--- src/design/hra_pkg.sv ---
package hra_pkg;

	// Table geometry
	localparam int ROW_COUNT        = 14;
	localparam int ROW_W            = 4;
	localparam int LOWEST_ELEVATION = -40;
	localparam int ELEVATION_STEP   = 10;
	localparam int STEP_USED        = (ELEVATION_STEP < 1) ? 1 : ELEVATION_STEP;
	localparam int RECORD_WORDS     = 256;
	localparam int FULL_TURN        = 360;
	localparam int HALF_TURN        = 180;

	// Field widths
	localparam int ELEV_NUM_W = 19;
	localparam int COL_W      = 6;
	localparam int REC_W      = 9;
	localparam int OFS_W      = 17;
	localparam int RW_W       = $clog2(RECORD_WORDS + 1);
	localparam int OFS_PROD_W = REC_W + RW_W;

	// Azimuth reduction: floor(mag / 360) as (mag * AZ_RECIP) >> AZ_SHIFT, exact for 16 bits
	localparam int AZ_SHIFT  = 25;
	localparam int AZ_RECIP  = ((2 ** AZ_SHIFT) + FULL_TURN - 1) / FULL_TURN;
	localparam int AZ_PROD_W = 16 + 17;

	// Column rounding: floor((2*az*cnt + 360) / 720) folded into one product per row
	localparam int COL_SHIFT  = 24;
	localparam int COL_RECIP  = ((2 ** COL_SHIFT) + 2 * FULL_TURN - 1) / (2 * FULL_TURN);
	localparam int COL_BIAS   = FULL_TURN * COL_RECIP;
	localparam int COL_PROD_W = COL_SHIFT + COL_W;
	localparam int SCALE_W    = 22;

	typedef logic [6:0]         pos_tab_t   [ROW_COUNT];
	typedef logic [REC_W-1:0]   base_tab_t  [ROW_COUNT];
	typedef logic [SCALE_W-1:0] scale_tab_t [ROW_COUNT];

	localparam pos_tab_t ROW_POSITIONS = '{
		7'd56, 7'd60, 7'd72, 7'd72, 7'd72, 7'd72, 7'd72,
		7'd60, 7'd56, 7'd45, 7'd36, 7'd24, 7'd12, 7'd1
	};

	// First record of each row: running sum of stored half-circle positions
	function automatic base_tab_t build_base();
		base_tab_t  tab;
		logic [REC_W-1:0] acc;
		acc = '0;
		for (int r = 0; r < ROW_COUNT; r++) begin
			tab[r] = acc;
			acc = acc + REC_W'(ROW_POSITIONS[r] / 2 + 1);
		end
		return tab;
	endfunction

	// Per-row multiplier for the column rounding
	function automatic scale_tab_t build_scale();
		scale_tab_t tab;
		for (int r = 0; r < ROW_COUNT; r++)
			tab[r] = SCALE_W'(2 * int'(ROW_POSITIONS[r]) * COL_RECIP);
		return tab;
	endfunction

	localparam base_tab_t  ROW_BASE  = build_base();
	localparam scale_tab_t ROW_SCALE = build_scale();

	// Folded azimuth between the reduction unit and the pipeline
	typedef struct packed {
		logic [7:0] angle;
		logic       swap;
	} fold_t;

endpackage

--- src/design/hra_azim_fold.sv ---
module hra_azim_fold (
	input  logic signed [15:0] azimuth,
	output hra_pkg::fold_t     fold
);

	logic [15:0]                  mag;
	logic [hra_pkg::AZ_PROD_W-1:0] prod;
	logic [6:0]                   quot;
	logic [15:0]                  rem_full;
	logic [8:0]                   rem;
	logic [8:0]                   pos;

	// Magnitude, quotient by reciprocal, remainder by constant multiply-subtract
	always_comb begin
		mag      = azimuth[15] ? (~azimuth + 16'd1) : azimuth;
		prod     = hra_pkg::AZ_PROD_W'(mag) * hra_pkg::AZ_PROD_W'(hra_pkg::AZ_RECIP);
		quot     = prod[hra_pkg::AZ_SHIFT +: 7];
		rem_full = mag - 16'(quot * 16'(hra_pkg::FULL_TURN));
		rem      = rem_full[8:0];
	end

	// Make non-negative, then mirror the right half
	always_comb begin
		if (azimuth[15] && (rem != 9'd0))
			pos = 9'(hra_pkg::FULL_TURN) - rem;
		else
			pos = rem;
		if (pos > 9'(hra_pkg::HALF_TURN)) begin
			fold.angle = 8'(9'(hra_pkg::FULL_TURN) - pos);
			fold.swap  = 1'b1;
		end else begin
			fold.angle = pos[7:0];
			fold.swap  = 1'b0;
		end
	end

endmodule

--- src/design/hrtf_record_address_top.sv ---
// Channel  | Direction | Handshake          | Payload
// s        | in        | s_tvalid/s_tready  | tdata: elevation_deg, azimuth_deg
// m        | out       | m_tvalid/m_tready  | tdata: indices, record, offset; tuser: swap
//
// Three register stages: input, folded angles with elevation row, result.
// One transaction per cycle sustained while m_tready is high; m_tvalid rises when the result register loads.
// Each stage loads when it is empty or the stage after it moves, so bubbles close up
// under a stalled output and input is still taken while a result waits.
// arst_n clears the valid flags only; the data registers are not reset.
module hrtf_record_address_top (
	input  logic        clk,
	input  logic        arst_n,
	input  logic        s_tvalid,
	output logic        s_tready,
	input  logic [31:0] s_tdata,   // [15:0] elevation_deg, [31:16] azimuth_deg
	output logic        m_tvalid,
	input  logic        m_tready,
	output logic [39:0] m_tdata,   // [3:0] elevation_index, [9:4] azimuth_index,
	                               // [18:10] record_number, [35:19] word_offset, rest zero
	output logic [0:0]  m_tuser    // [0] swap_channels
);

	logic                       v_s1, v_s2, out_v_q;
	logic                       rdy_out, rdy_s2, rdy_s1;
	logic signed [15:0]         elev_s1, azim_s1;
	logic [hra_pkg::ROW_W-1:0]  row_s2;
	hra_pkg::fold_t             fold_s2;
	hra_pkg::fold_t             fold;
	logic signed [hra_pkg::ELEV_NUM_W-1:0] elev_diff, elev_num;
	logic [hra_pkg::ROW_W-1:0]  row;
	logic [hra_pkg::COL_PROD_W-1:0] col_prod;
	logic [hra_pkg::COL_W-1:0]  col_raw, col_lim, col;
	logic [hra_pkg::REC_W-1:0]  record;
	logic [hra_pkg::OFS_PROD_W-1:0] ofs_prod;
	logic [hra_pkg::ROW_W-1:0]  row_q;
	logic [hra_pkg::COL_W-1:0]  col_q;
	logic                       swap_q;
	logic [hra_pkg::REC_W-1:0]  record_q;
	logic [hra_pkg::OFS_W-1:0]  ofs_q;

	// Stage readiness, back to front
	assign rdy_out  = !out_v_q || m_tready;
	assign rdy_s2   = !v_s2 || rdy_out;
	assign rdy_s1   = !v_s1 || rdy_s2;
	assign s_tready = rdy_s1;

	// Valid flags
	always_ff @(posedge clk or negedge arst_n) begin
		if (!arst_n) begin
			v_s1    <= 1'b0;
			v_s2    <= 1'b0;
			out_v_q <= 1'b0;
		end else begin
			if (rdy_s1)
				v_s1 <= s_tvalid;
			if (rdy_s2)
				v_s2 <= v_s1;
			if (rdy_out)
				out_v_q <= v_s2;
		end
	end

	// Capture the input transaction
	always_ff @(posedge clk) begin
		if (rdy_s1 && s_tvalid) begin
			elev_s1 <= s_tdata[15:0];
			azim_s1 <= s_tdata[31:16];
		end
	end

	// Elevation row: half-up rounding by threshold count, clipped at both ends
	always_comb begin
		elev_diff = hra_pkg::ELEV_NUM_W'(elev_s1)
			- hra_pkg::ELEV_NUM_W'(hra_pkg::LOWEST_ELEVATION);
		elev_num  = (elev_diff <<< 1) + hra_pkg::ELEV_NUM_W'(hra_pkg::STEP_USED);
		row = '0;
		for (int k = 1; k < hra_pkg::ROW_COUNT; k++) begin
			if (elev_num >= signed'(hra_pkg::ELEV_NUM_W'(2 * k * hra_pkg::STEP_USED)))
				row = row + 1'b1;
		end
	end

	hra_azim_fold u_fold (
		.azimuth (azim_s1),
		.fold    (fold)
	);

	// Hold row and folded azimuth
	always_ff @(posedge clk) begin
		if (rdy_s2 && v_s1) begin
			row_s2  <= row;
			fold_s2 <= fold;
		end
	end

	// Column, record number and word offset
	always_comb begin
		col_prod = hra_pkg::COL_PROD_W'(fold_s2.angle)
			* hra_pkg::COL_PROD_W'(hra_pkg::ROW_SCALE[row_s2])
			+ hra_pkg::COL_PROD_W'(hra_pkg::COL_BIAS);
		col_raw  = col_prod[hra_pkg::COL_SHIFT +: hra_pkg::COL_W];
		col_lim  = hra_pkg::COL_W'(hra_pkg::ROW_POSITIONS[row_s2] >> 1);
		col      = (col_raw > col_lim) ? col_lim : col_raw;
		record   = hra_pkg::ROW_BASE[row_s2] + hra_pkg::REC_W'(col);
		ofs_prod = hra_pkg::OFS_PROD_W'(record)
			* hra_pkg::OFS_PROD_W'(hra_pkg::RECORD_WORDS);
	end

	// Result register
	always_ff @(posedge clk) begin
		if (rdy_out && v_s2) begin
			row_q    <= row_s2;
			col_q    <= col;
			swap_q   <= fold_s2.swap;
			record_q <= record;
			ofs_q    <= ofs_prod[hra_pkg::OFS_W-1:0];
		end
	end

	assign m_tvalid = out_v_q;
	assign m_tdata  = {4'd0, ofs_q, record_q, col_q, row_q};
	assign m_tuser  = swap_q;

	// Result fields agree with each other; the input is ready whenever the first stage is empty
	a_row_range: assert property (@(posedge clk) disable iff (!arst_n)
		out_v_q |-> (row_q < hra_pkg::ROW_W'(hra_pkg::ROW_COUNT)))
		else $error("elevation row out of table");

	a_col_clip: assert property (@(posedge clk) disable iff (!arst_n)
		out_v_q |-> (col_q <= hra_pkg::COL_W'(hra_pkg::ROW_POSITIONS[row_q] >> 1)))
		else $error("azimuth index past stored positions");

	a_record_sum: assert property (@(posedge clk) disable iff (!arst_n)
		out_v_q |-> (record_q == hra_pkg::ROW_BASE[row_q] + hra_pkg::REC_W'(col_q)))
		else $error("record number does not match row base plus column");

	a_ofs_scale: assert property (@(posedge clk) disable iff (!arst_n)
		out_v_q |-> (ofs_q == hra_pkg::OFS_W'(hra_pkg::OFS_PROD_W'(record_q)
			* hra_pkg::OFS_PROD_W'(hra_pkg::RECORD_WORDS))))
		else $error("word offset does not match record number");

	a_empty_ready: assert property (@(posedge clk) disable iff (!arst_n)
		!v_s1 |-> s_tready)
		else $error("input stalled with empty first stage");

endmodule
--- config.mk ---
export PLATFORM = sky130hd
export DESIGN_NAME = hrtf_record_address_top
export DESIGN_NICKNAME = d
export VERILOG_FILES = /design/src/design/hra_pkg.sv /design/src/design/hra_azim_fold.sv /design/src/design/hrtf_record_address_top.sv
export SDC_FILE = /design/constraint.sdc
export NUM_CORES = 1
export LEC_CHECK = 0
export BUFFER_PORTS_ARGS = -buffer_cell sky130_fd_sc_hd__buf_4
export CORE_MARGIN = 4
export CORE_UTILIZATION = 50
export CTS_BUF_LIST = sky130_fd_sc_hd__clkbuf_8
export DETAILED_ROUTE_END_ITERATION = 8
export HOLD_SLACK_MARGIN = 0.03
export PLACE_DENSITY_LB_ADDON = 0.05
export SLEW_MARGIN = 20
export SYNTH_ARGS = -nofsm -noshare
export SYNTH_HDL_FRONTEND = slang
export SYNTH_SLANG_ARGS = --single-unit
--- constraint.sdc ---
create_clock -name clk -period 15.77 [get_ports clk]
set_clock_uncertainty 0.05 [all_clocks]
set_input_delay 2.3655 -clock clk [delete_from_list [all_inputs] [get_ports clk]]
set_output_delay 2.3655 -clock clk [all_outputs]
set_load 0.05 [all_outputs]
## After elaboration in Yosys (flattened, before gate mapping)

Memory sizes are Yosys's and may differ from the RTL's.
Cells that the tools add are included.

| word-level totals | value |
|---|---|
| flip-flop bits (word level) | 68 |
| latch bits | 0 |
| bits in writable memories | 0 |
| ROM bits | 608 |
| input port bits | 36 |
| output and inout bits | 43 |
| word-level logic and storage cells | 90 |
| memories | 3 |

| operators by class | value |
|---|---|
| add/subtract/negate cells | 20 |
| multipliers | 3 |
| div/mod/pow operators | 0 |
| $lt $le $gt $ge | 16 |
| equal/unequal tests | 0 |
| shifts and indexed selects | 0 |
| mux-type cells | 23 |
| bitwise gates (word level) | 2 |
| reductions and logical operators | 11 |

Memories:

| name | words | width | rd ports | clocked after memory_dff | write ports | line | RTL |
|---|---|---|---|---|---|---|---|
| (name not given) | 16 | 22 | 1 | 0 | 0 | hrtf_record_address_top.sv:99 | `* hra_pkg::COL_PROD_W'(hra_pkg::ROW_SCALE[row_s2])` |
| (name not given) | 16 | 9 | 1 | 0 | 0 | hrtf_record_address_top.sv:104 | `record = hra_pkg::ROW_BASE[row_s2] + hra_pkg::REC_W'(col);` |
| (name not given) | 16 | 7 | 1 | 0 | 0 | hrtf_record_address_top.sv:102 | `col_lim = hra_pkg::COL_W'(hra_pkg::ROW_POSITIONS[row_s2] >> 1);` |

Operator list:

| kind | count |
|---|---|
| 19-bit by 9-bit >= comparator with 1-bit output (second input constant) | 6 |
| 19-bit by 8-bit >= comparator with 1-bit output (second input constant) | 3 |
| 4-bit by 1-bit adder with 4-bit output (second input constant) | 12 |
| 4-bit 2-to-1 mux | 12 |
| 22-bit 2-to-1 mux | 2 |
| 19-bit by 7-bit >= comparator with 1-bit output (second input constant) | 2 |
| 9-bit 2-to-1 mux | 4 |
| 16-bit by 17-bit multiplier with 32-bit output (second input constant) | 1 |
| 30-bit by 24-bit adder with 30-bit output (second input constant) | 1 |
| 8-bit by 22-bit multiplier with 30-bit output | 1 |
| 18-bit by 5-bit adder with 19-bit output (second input constant) | 1 |
| 19-bit by 10-bit >= comparator with 1-bit output (second input constant) | 1 |
| 19-bit by 6-bit >= comparator with 1-bit output (second input constant) | 1 |
| 16-bit by 7-bit subtractor with 17-bit output (second input constant) | 1 |
| 16-bit by 1-bit adder with 16-bit output (second input constant) | 1 |
| 16-bit 2-to-1 mux | 1 |
| 16-bit NOT | 1 |
| 7-bit 2-to-1 mux | 2 |
| 9-bit by 6-bit adder with 9-bit output | 1 |
| 9-bit by 8-bit > comparator with 1-bit output (second input constant) | 1 |
| 9-bit nonzero test | 1 |
| 9-bit subtractor | 1 |
| 9-bit subtractor (first input constant) | 1 |
| 7-bit by 8-bit subtractor with 8-bit output (first input constant) | 1 |
| other kinds (9) | 16 |

## Logic depth before layout (Yosys ltp)

Gate-level depths: netlist of run 1.

| logic depth | value |
|---|---|
| depth after elaboration | 28 |
| depth in mapped cells | 51 |
| depth with buffers taken out | 51 |

## By module

From an unflattened synthesis of run 1, not the netlist that was laid out.

| unflattened totals | value |
|---|---|
| cells, all modules | 1,670 |
| area total of the unflattened synthesis | 15,597.5 um^2 |

Modules (own cells, without submodules):

| module | instances | cells each | area each (um^2) | sequential area each (um^2) |
|---|---|---|---|---|
| hrtf_record_address_top | 1 | 1,034 | 9,889.5 | 2,026.9 |
| hra_azim_fold | 1 | 636 | 5,708.0 | 0.0 |

## Worst setup path after synthesis of run 1

No wires, ideal clock.

| timing path | value |
|---|---|
| kind | reg-to-reg |
| start | register azim_s1[0] |
| end | register fold_s2[8] (netlist bit), data pin |
| setup time | 0.260 ns |
| arrival time | 10.666 ns |
| required time | 15.460 ns |
| setup slack | 4.794 ns |
| stages on the path, launching flop included | 51 |
| buffers on the path | 0 |
| period minus slack after synthesis | 10.976 ns |
| cells stage by stage | edfxtp_1 -> inv_1 -> ha_1 -> nand2_1 -> or3_1 -> or2_2 -> nand2b_1 -> o21ai_0 -> xnor2_1 -> inv_1 -> fa_1 -> inv_1 -> fa_1 -> inv_1 -> fa_1 -> inv_1 -> fa_1 -> fa_1 -> [... 15 more ...] -> ha_1 -> ha_1 -> inv_1 -> fa_1 -> inv_1 -> ha_1 -> xnor2_1 -> xnor2_1 -> xnor2_1 -> xnor2_1 -> xnor2_1 -> xnor3_1 -> a21oi_1 -> mux2i_1 -> nor2_1 -> o21bai_1 -> nand3b_1 -> mux2_2 |

RTL lines:

| item | line | RTL |
|---|---|---|
| start: declaration | hrtf_record_address_top.sv:25 | `logic signed [15:0] elev_s1, azim_s1;` |
| start signal: assignment | hrtf_record_address_top.sv:67 | `azim_s1 <= s_tdata[31:16];` |
| end signal: assignment | hrtf_record_address_top.sv:92 | `fold_s2 <= fold;` |
| end: declaration | hrtf_record_address_top.sv:27 | `hra_pkg::fold_t fold_s2;` |

==> impl_results.md, run 1 <==
- DP Wirelength: 28,200 um
- # DRC: 0
- Cells on worst reg2reg path: 50
- Gr ovfl total: 0
- Antenna-violating nets left: 0
- # H-tree levels: 3
- CP Max Fanout: 15
- Initial Util: 0.506
- Post-synth EDFFs: 65
- Setup Fix Bufs, Post-CTS: 0
- Placeable Area: 29,600 sq um
- Global-route wire length before repair: 54,200 um
- Final layout net count: 2,085
- Share of layout cells above drive strength 1: 0.0796
- Largest net degree at the start of global routing: 33
- Detailed-route wire length per cell: 16.0 um
- Mapped Avg Cell Area: 9.52 sq um
- FF/Latch Area: 2030 sq um
- Routed wire length: 32,100 um
- Worst-Margin Slew: 0.953 ns
- Synth cell types: 85
- IO buf count: 66
- RSZ-0062 raised after global routing: no
- Post-synth top area share: 0.262
- Vias/cell: 5.15
- Synth area leaders: fa_1 26%, ha_1 20%, edfxtp_1 13%
- Worst Path Required: 15.81 ns
- Min Tclk post-route: 11.89 ns
- Hold crit path type: register to register
- Non-Filler Instances: 2,011
- Commonest cells in the netlist: 325 x inv_1, 236 x ha_1, 196 x fa_1
- Final setup viols: 0
- # fillers: 2,791
- Vias in the first global route: 10.8k
- Iter 0 DRT Violations: 437
- Sequential share of the synthesized area: 0.136
- Die Span Y: 181 um
- Vias after detailed routing: 10.4k
- Fin Hold WS: 0.432 ns
- Main synth FF type: edfxtp_1
- Cells after Synth: 1,570
- Top Metal Used: met4
- Placed Cells incl. Taps: 1,996
- CP max stage cell: edfxtp_1
- Root Driver: clkbuf_8
- TritonCTS Buffers: 9
- Post-Syn Area: 15,000 sq um
- GP Congestion: 0.909
- Maximum buffer depth of the clock tree: 2
- Die footprint: 32,700 sq um
- DR pass1 iterations: 5
- CTS tree: built
- Worst-path clk slew: 0.08 ns
- Crit path top cell by count: inv_1
- Final slew viol count: 0
- Hold-fix buffers, CTS: 0
- Clk_lat worst skew: 0.34 ns
- Async S/R FF share, synth: 0.0441
- Met2 WL post-DR: 16,100 um
- Status: finished clean
- Final Cycle Share: 0.754
- FMAX: 84.1 MHz
- Layout area overhead: 6.40%
- Most common cell in the synthesized netlist: inv_1
- Yosys synthesis warning count: 0
- # diodes: 0
- Ports: 79
- Final hold vios: 0
- Post-synthesis register bit count: 68
- Footprint of the multi-input gates: 11,500 sq um
- Met3 WL: 718 um
- Max incr delay on CP: 0.68 ns
- Sink Count: 68
- # rows: 63
- Gr usage total: 0.202
- Die X: 181 um
- Area leader, netlist: fa_1
- Max_slew headroom: 0.360
- Hold path depth: 0
- CP endpoint kind: register
- Wl on met1: 14,900 um
- Setup TNS: 0 ns
- Post-CTS sizing: 0
- Initial antenna violation count: 0
- Max cap viols: 0
- Crit start category: register
- Final Util: 0.538
- WS Path Type: register to register
- WP data arrival: 11.93 ns
==> through the flow <==
stage	cell area (sq um)	setup WS [ns]
floorplan	15000	4.79
global placement	15700	4.03
detailed placement	15700	3.88
CTS	15900	3.83
global route	15900	3.04
finish	15900	3.88
==> worst max-delay path, delay by kind of cell, from the launching register on <==
| kind | cells | cell delay [ns] |
|---|---|---|
| AO/OA/AOI/OAI | 10 | 1.92 |
| XOR/XNOR | 8 | 1.47 |
| adder cells (fa/ha/maj) | 12 | 4.94 |
| buffers and inverters | 8 | 0.65 |
| flip-flops | 1 | 0.68 |
| multiplexers | 2 | 0.52 |
| AND/OR/NAND/NOR | 10 | 1.41 |
==> final timing paths <==
check | from | to | slack [ns]
worst max-delay path | azim_s1[0]$_DFFE_PP_ | fold_s2[8]$_DFFE_PP_ | 3.88
worst min-delay path | fold_s2[0]$_DFFE_PP_ | m_tuser$_DFFE_PP_ | 0.43
worst max register to register | azim_s1[0]$_DFFE_PP_ | fold_s2[8]$_DFFE_PP_ | 3.88
worst min register to register | fold_s2[0]$_DFFE_PP_ | m_tuser$_DFFE_PP_ | 0.43
max in group asynchronous | arst_n | v_s2$_DFFE_PN0P_ | 13.83
min in group asynchronous | arst_n | m_tvalid$_DFFE_PN0P_ | 1.74
==> flip-flops by register name (all words and copies together) (netlist names) <==
register,count
azim_s1,16
row_s2,4
v_s1,1
record_q,9
row_q,4
elev_s1,16
m_tvalid,1
m_tuser,1
col_q,6
v_s2,1
fold_s2,9
==> layer usage <==
layer	global-route usage	vias to the layer above
li1	-	5166
met1	0.278	5043
met2	0.354	124
met3	0.0185	27
met4	0.0348	0
met5	0	-
==> layout make-up <==
type	count	area share
clock buffer	9	0.00779
clock inverter	6	0.00267
inverter	327	0.0771
multi-input combinational	1139	0.720
sequential	68	0.127
tap	390	0.0307
timing repair buffer	72	0.0340
==> layout by cell type (no fill, tap or decap), types with 9 or more instances in the layout <==
cell,Yosys,final
nor2b_1,17,17
xnor2_1,62,62
or2_2,10,10
nand2_1,91,91
or3_1,12,12
mux2_2,10,10
nand4_1,9,9
edfxtp_1,65,65
ha_1,236,236
and2_1,81,81
o21ai_0,52,52
a21oi_1,53,52
conb_1,1,12
clkbuf_8,0,9
a21o_1,32,32
nand2b_1,22,22
o31ai_1,9,9
buf_4,23,72
fa_1,196,196
inv_1,325,325
xor2_1,30,30
nor2_1,57,57
nand3_1,22,22
==> cell families after synthesis <==
group,count (synthesis),synth area share
flip-flops,68,0.136
AO/OA/AOI/OAI,217,0.0987
buffers and inverters,374,0.101
adder cells (fa/ha/maj),432,0.460
multiplexers,18,0.0129
XOR/XNOR,98,0.0633
AND/OR/NAND/NOR,362,0.128
other,1,0.000251
Power of run 1 is left out: the tool's default activity adds up to more than one toggle a clock period on the data nets, which glitch-free logic cannot reach.
==> run 2: changes to the inputs <==
==> constraint.sdc (replaced) <==
create_clock -name clk -period 10.1 [get_ports clk]
set_clock_uncertainty 0.05 [all_clocks]
set_input_delay 1.515 -clock clk [delete_from_list [all_inputs] [get_ports clk]]
set_output_delay 1.515 -clock clk [all_outputs]
set_load 0.05 [all_outputs]
==> run 2 against run 1 <==
The run now ends with negative setup slack left. Hold slack gained 0.0012 ns. Routed wire length grew 5.2%. Clock-buffer cell count is the same. Cell count grew 8.0%. Largest cell class unchanged. Highest routed layer unchanged.
==> impl_results.md, run 2 (synthesis results as in run 1) <==
- Status: complete, but fails checks
- Failing checks: negative setup slack
- Commonest non-fill, non-tap cell in the layout: inv_1
- Gr ovfl total: 0
- CP max stage cell: fa_1
- Sink Count: 68
- Worst Path Required: 10.13 ns
- Ports: 79
- Largest regs: azim_s1 x16, elev_s1 x16
- Most frequent cells in the layout: 319 x inv_1, 231 x buf_4, 227 x ha_1, 196 x fa_1, 89 x nand2_1
- Detailed-route wire length per cell: 15.6 um
- DP Wirelength: 29,400 um
- Footprint of the multi-input gates: 11,800 sq um
- Global-route wire length before repair: 57,500 um
- WP data arrival: 10.55 ns
- Max cap viols: 0
- Min Tclk post-route: 10.51 ns
- Placeable Area: 29,600 sq um
- Die footprint: 32,700 sq um
- # rows: 63
- Flop-to-flop setup slack: -0.41 ns
- # diodes: 0
- Share of layout cells above drive strength 1: 0.197
- Final layout net count: 2,246
- Hold crit path type: register to register
- Non-Filler Instances: 2,172
- Gr usage total: 0.213
- Vias in the first global route: 11.6k
- Max_slew headroom: 0.390
- Hold-fix buffers, CTS: 0
- Worst-path clk slew: 0.08 ns
- IO buf count: 66
- FF/Latch Area: 2030 sq um
- RSZ-0062 raised after global routing: yes
- Antenna-violating nets left: 0
- Final hold vios: 0
- Post-DP Area: 16,800 sq um
- WS Path Type: register to register
- Die X: 181 um
- Final setup viols: 8
- CP Max Fanout: 7
- Largest net degree at the start of global routing: 33
- Root Driver: clkbuf_8
- Max incr delay on CP: 0.53 ns
- Vias/cell: 5.15
- FMAX: 95.1 MHz
- Layout area overhead: 17.1%
- Clk_lat worst skew: 0.34 ns
- # H-tree levels: 3
- # DRC: 0
- Initial Util: 0.506
- CP endpoint kind: register
- TritonCTS Buffers: 9
- Final slew viol count: 0
- GP Congestion: 0.958
- CTS tree: built
- Vias after detailed routing: 11.2k
- Crit start category: register
- Die Span Y: 181 um
- Final Cycle Share: 1.04
- Routed wire length: 33,800 um
- DR pass1 iterations: 6
- # fillers: 2,698
- Maximum buffer depth of the clock tree: 2
- Final WS setup: -0.414 ns
- Iter 0 DRT Violations: 439
- Placed Cells incl. Taps: 2,126
- Worst-Margin Slew: 0.905 ns
- Cell area after layout: 17,500 sq um
- Initial antenna violation count: 0
-- run 2: cell types whose count changed in the layout (fill, tap and decap cells not counted), moves of 7 or more --
| cell | change |
|---|---|
| buf_4 | +159 |
| ha_1 | -9 |
| a21oi_1 | -8 |
| o21ai_0 | -7 |
| xnor2_1 | -7 |
| xnor2_2 | +7 |
-- run 2: per-layer routing --
layer / up-vias / routed length (um) / share of wire / global-route usage
li1: 5496 / - / - / -
met1: 5460 / 14900 / 0.44 / 0.286
met2: 180 / 17100 / 0.51 / 0.375
met3: 42 / 948 / 0.028 / 0.0228
met4: 0 / 754 / 0.022 / 0.0447
met5: - / 0 / 0 / 0
-- run 2: worst paths after layout --
path,startpoint,endpoint,depth (start not counted)
max reg2reg,azim_s1[1]$_DFFE_PP_,fold_s2[3]$_DFFE_PP_,53
min reg2reg,v_s2$_DFFE_PN0P_,m_tvalid$_DFFE_PN0P_,1
max in group asynchronous,arst_n,v_s2$_DFFE_PN0P_,1
max,azim_s1[1]$_DFFE_PP_,fold_s2[3]$_DFFE_PP_,53
min,v_s2$_DFFE_PN0P_,m_tvalid$_DFFE_PN0P_,1
min in group asynchronous,arst_n,v_s1$_DFFE_PN0N_,1
-- run 2: repair_timing --
action | 4_1_cts | 5_1_grt
endpoints found under the setup margin | 8 | 14
gates resized for setup | 29 | 27
pin swaps | 30 | 12
setup buffers | 14 | 18
-- run 2: through the flow --
step	setup TNS, ns	hold slack [ns]	util	setup WS, ns
2_1_floorplan	-1.21	0.350	-	-0.360
3_3_place_gp	-2.37	0.411	0.570	-0.418
3_5_place_dp	-3.90	0.424	0.570	-0.604
4_1_cts	-2.02	0.442	0.584	-0.363
5_1_grt	-7.31	0.442	0.592	-0.994
6_report	-2.60	0.434	0.592	-0.414
-- run 2: cell type report --
cell class	instances	area share
multi-input combinational	1139	0.676
sequential	68	0.116
timing repair buffer	233	0.100
inverter	327	0.0703
tap	390	0.0279
clock buffer	9	0.00707
clock inverter	6	0.00243
-- run 2: critical path, delay by kind of cell (launching register included) --
| family | cells | cell delay, ns |
|---|---|---|
| fa+ha+maj | 11 | 3.82 |
| compound gates | 13 | 2.15 |
| xor+xnor | 10 | 1.69 |
| simple gates | 9 | 1.21 |
| buf+inv | 10 | 0.92 |
| flops | 1 | 0.41 |
Power of run 2 is left out for the same reason.
==> run 3: changes to the inputs <==
--- a/config.mk
+++ b/config.mk
@@ -6,12 +6,13 @@
 export NUM_CORES = 1
 export LEC_CHECK = 0
 export BUFFER_PORTS_ARGS = -buffer_cell sky130_fd_sc_hd__buf_4
+export CAP_MARGIN = 20
 export CORE_MARGIN = 4
 export CORE_UTILIZATION = 50
-export CTS_BUF_LIST = sky130_fd_sc_hd__clkbuf_8
 export DETAILED_ROUTE_END_ITERATION = 8
 export HOLD_SLACK_MARGIN = 0.03
 export PLACE_DENSITY_LB_ADDON = 0.05
+export SETUP_SLACK_MARGIN = 0.3
 export SLEW_MARGIN = 20
 export SYNTH_ARGS = -nofsm -noshare
 export SYNTH_HDL_FRONTEND = slang
==> run 3 against run 2 <==
The run still ends with negative setup slack left. Via count up 0.16%. Clock-buffer cell count unchanged. Setup slack better by 0.0099 ns. Die area unchanged. Utilization up 0.93 points. Hold slack worse by 0.0055 ns. Cell area up 1.6%.
==> impl_results.md, run 3 (synthesis results as in run 1) <==
- Clk_lat worst skew: 0.33 ns
- FF-to-FF End: fold_s2[3]$_DFFE_PP_
- # fillers: 2,664
- Worst Path Required: 10.12 ns
- Placeable Area: 29,600 sq um
- IO buf count: 66
- # rows: 63
- Routed wire length: 34,200 um
- Final slew viol count: 0
- Pre-CTS WS: -0.604 ns
- Max cap viols: 0
- DP Wirelength: 29,400 um
- Largest regs: azim_s1 x16, elev_s1 x16
- Status: complete, but fails checks
- Die footprint: 32,700 sq um
- Vias after detailed routing: 11.2k
- CP endpoint kind: register
- Post-DP Area: 16,800 sq um
- Share of layout cells above drive strength 1: 0.208
- Layout area overhead: 19.0%
- Cells on worst reg2reg path: 53
- Critical register-to-register path startpoint: azim_s1[1]$_DFFE_PP_
- Flop-to-flop setup slack: -0.40 ns
- Iter 0 DRT Violations: 471
- # H-tree levels: 3
- Max_slew headroom: 0.412
- Hold-fix buffers, CTS: 0
- TritonCTS Buffers: 9
- Sink Count: 68
- Die Span Y: 181 um
- Failing checks: negative setup slack
- CP Max Fanout: 7
- Root Driver: clkbuf_16
- Ports: 79
- CP max stage cell: fa_1
- Initial antenna violation count: 0
- Die X: 181 um
- Global-route wire length before repair: 57,600 um
- Maximum buffer depth of the clock tree: 2
- WS Path Type: register to register
- Commonest non-fill, non-tap cell in the layout: inv_1
- Final WS setup: -0.404 ns
- # diodes: 0
- Hold crit path type: register to register
- GP Congestion: 0.958
- Critical path origin: azim_s1[1]$_DFFE_PP_
- Initial Util: 0.506
- Antenna-violating nets left: 0
- Final setup viols: 8
- # DRC: 0
- Final hold vios: 0
- Worst-path clk slew: 0.05 ns
- Worst-Margin Slew: 0.873 ns
- Cell area after layout: 17,800 sq um
- Final layout net count: 2,256
- Most frequent cells in the layout: 319 x inv_1, 239 x buf_4, 225 x ha_1, 196 x fa_1, 89 x nand2_1
- FMAX: 95.2 MHz
- Crit start category: register
- Largest net degree at the start of global routing: 33
- Max incr delay on CP: 0.53 ns
- Gr usage total: 0.213
- Min Tclk post-route: 10.50 ns
- DR pass1 iterations: 5
- RSZ-0062 raised after global routing: yes
- WP data arrival: 10.52 ns
- Gr ovfl total: 0
- CTS tree: built
- CP endpoint: fold_s2[3]$_DFFE_PP_
- Vias in the first global route: 11.6k
- Detailed-route wire length per cell: 15.7 um
- Final Cycle Share: 1.04
- Vias/cell: 5.13
run 3: changes by cell type in the layout (fill, tap and decap cells not counted), moves of 3 or more:
cell and delta:
buf_4 +8, o21ai_1 +3, o21ai_0 -3, clkbuf_16 +9, nor2_2 +3, ha_4 +3, clkbuf_8 -9, nor2_1 -3
run 3: final cells by class:
cell class	count	area, sq um	share of cell area
clock buffer	9	225	0.0127
clock inverter	6	42.5	0.00239
inverter	327	1230	0.0692
multi-input combinational	1139	11900	0.671
sequential	68	2030	0.114
tap	390	488	0.0274
timing repair buffer	243	1840	0.103
run 3: worst min path at each step:
stage / start / endpoint / slack [ns] / cells past startpoint
3_3_place_gp: v_s1$_DFFE_PN0N_ / v_s2$_DFFE_PN0P_ / 0.41 / 1
5_1_grt: fold_s2[0]$_DFFE_PP_ / m_tuser$_DFFE_PP_ / 0.44 / 0
6_report: fold_s2[0]$_DFFE_PP_ / m_tuser$_DFFE_PP_ / 0.43 / 0
3_5_place_dp: v_s1$_DFFE_PN0N_ / v_s2$_DFFE_PN0P_ / 0.42 / 1
4_1_cts: fold_s2[0]$_DFFE_PP_ / m_tuser$_DFFE_PP_ / 0.44 / 0
2_1_floorplan: fold_s2[0]$_DFFE_PP_ / m_tuser$_DFFE_PP_ / 0.35 / 0
run 3: critical path: cells and delay by family, from the launching register on:
family / cells / cell delay, ns
simple gates: 9 / 1.22
xor+xnor: 10 / 1.69
fa+ha+maj: 11 / 3.82
buf+inv: 10 / 0.92
compound gates: 13 / 2.15
flops: 1 / 0.40
run 3: per-layer routing:
layer / track usage / vias to the layer above / routed length (um)
li1: - / 5504 / -
met5: 0 / - / 0
met2: 0.376 / 165 / 17400
met1: 0.287 / 5484 / 15000
met3: 0.0207 / 43 / 1010
met4: 0.0459 / 0 / 784
run 3: what timing repair did:
action,CTS,global route
pin swaps,31,19
endpoints found under the setup margin,9,15
gates resized for setup,32,44
buffers inserted,18,23
run 3: through the flow:
step	setup TNS (ns)	utilization	hold slack [ns]	std cells
floorplan	-1.21	-	0.350	1581
global placement	-2.37	0.570	0.411	2126
detailed placement	-3.90	0.570	0.424	2126
CTS	-1.98	0.589	0.445	2159
global route	-7.28	0.602	0.437	2182
finish	-2.58	0.602	0.428	2182
Power of run 3 is left out for the same reason.
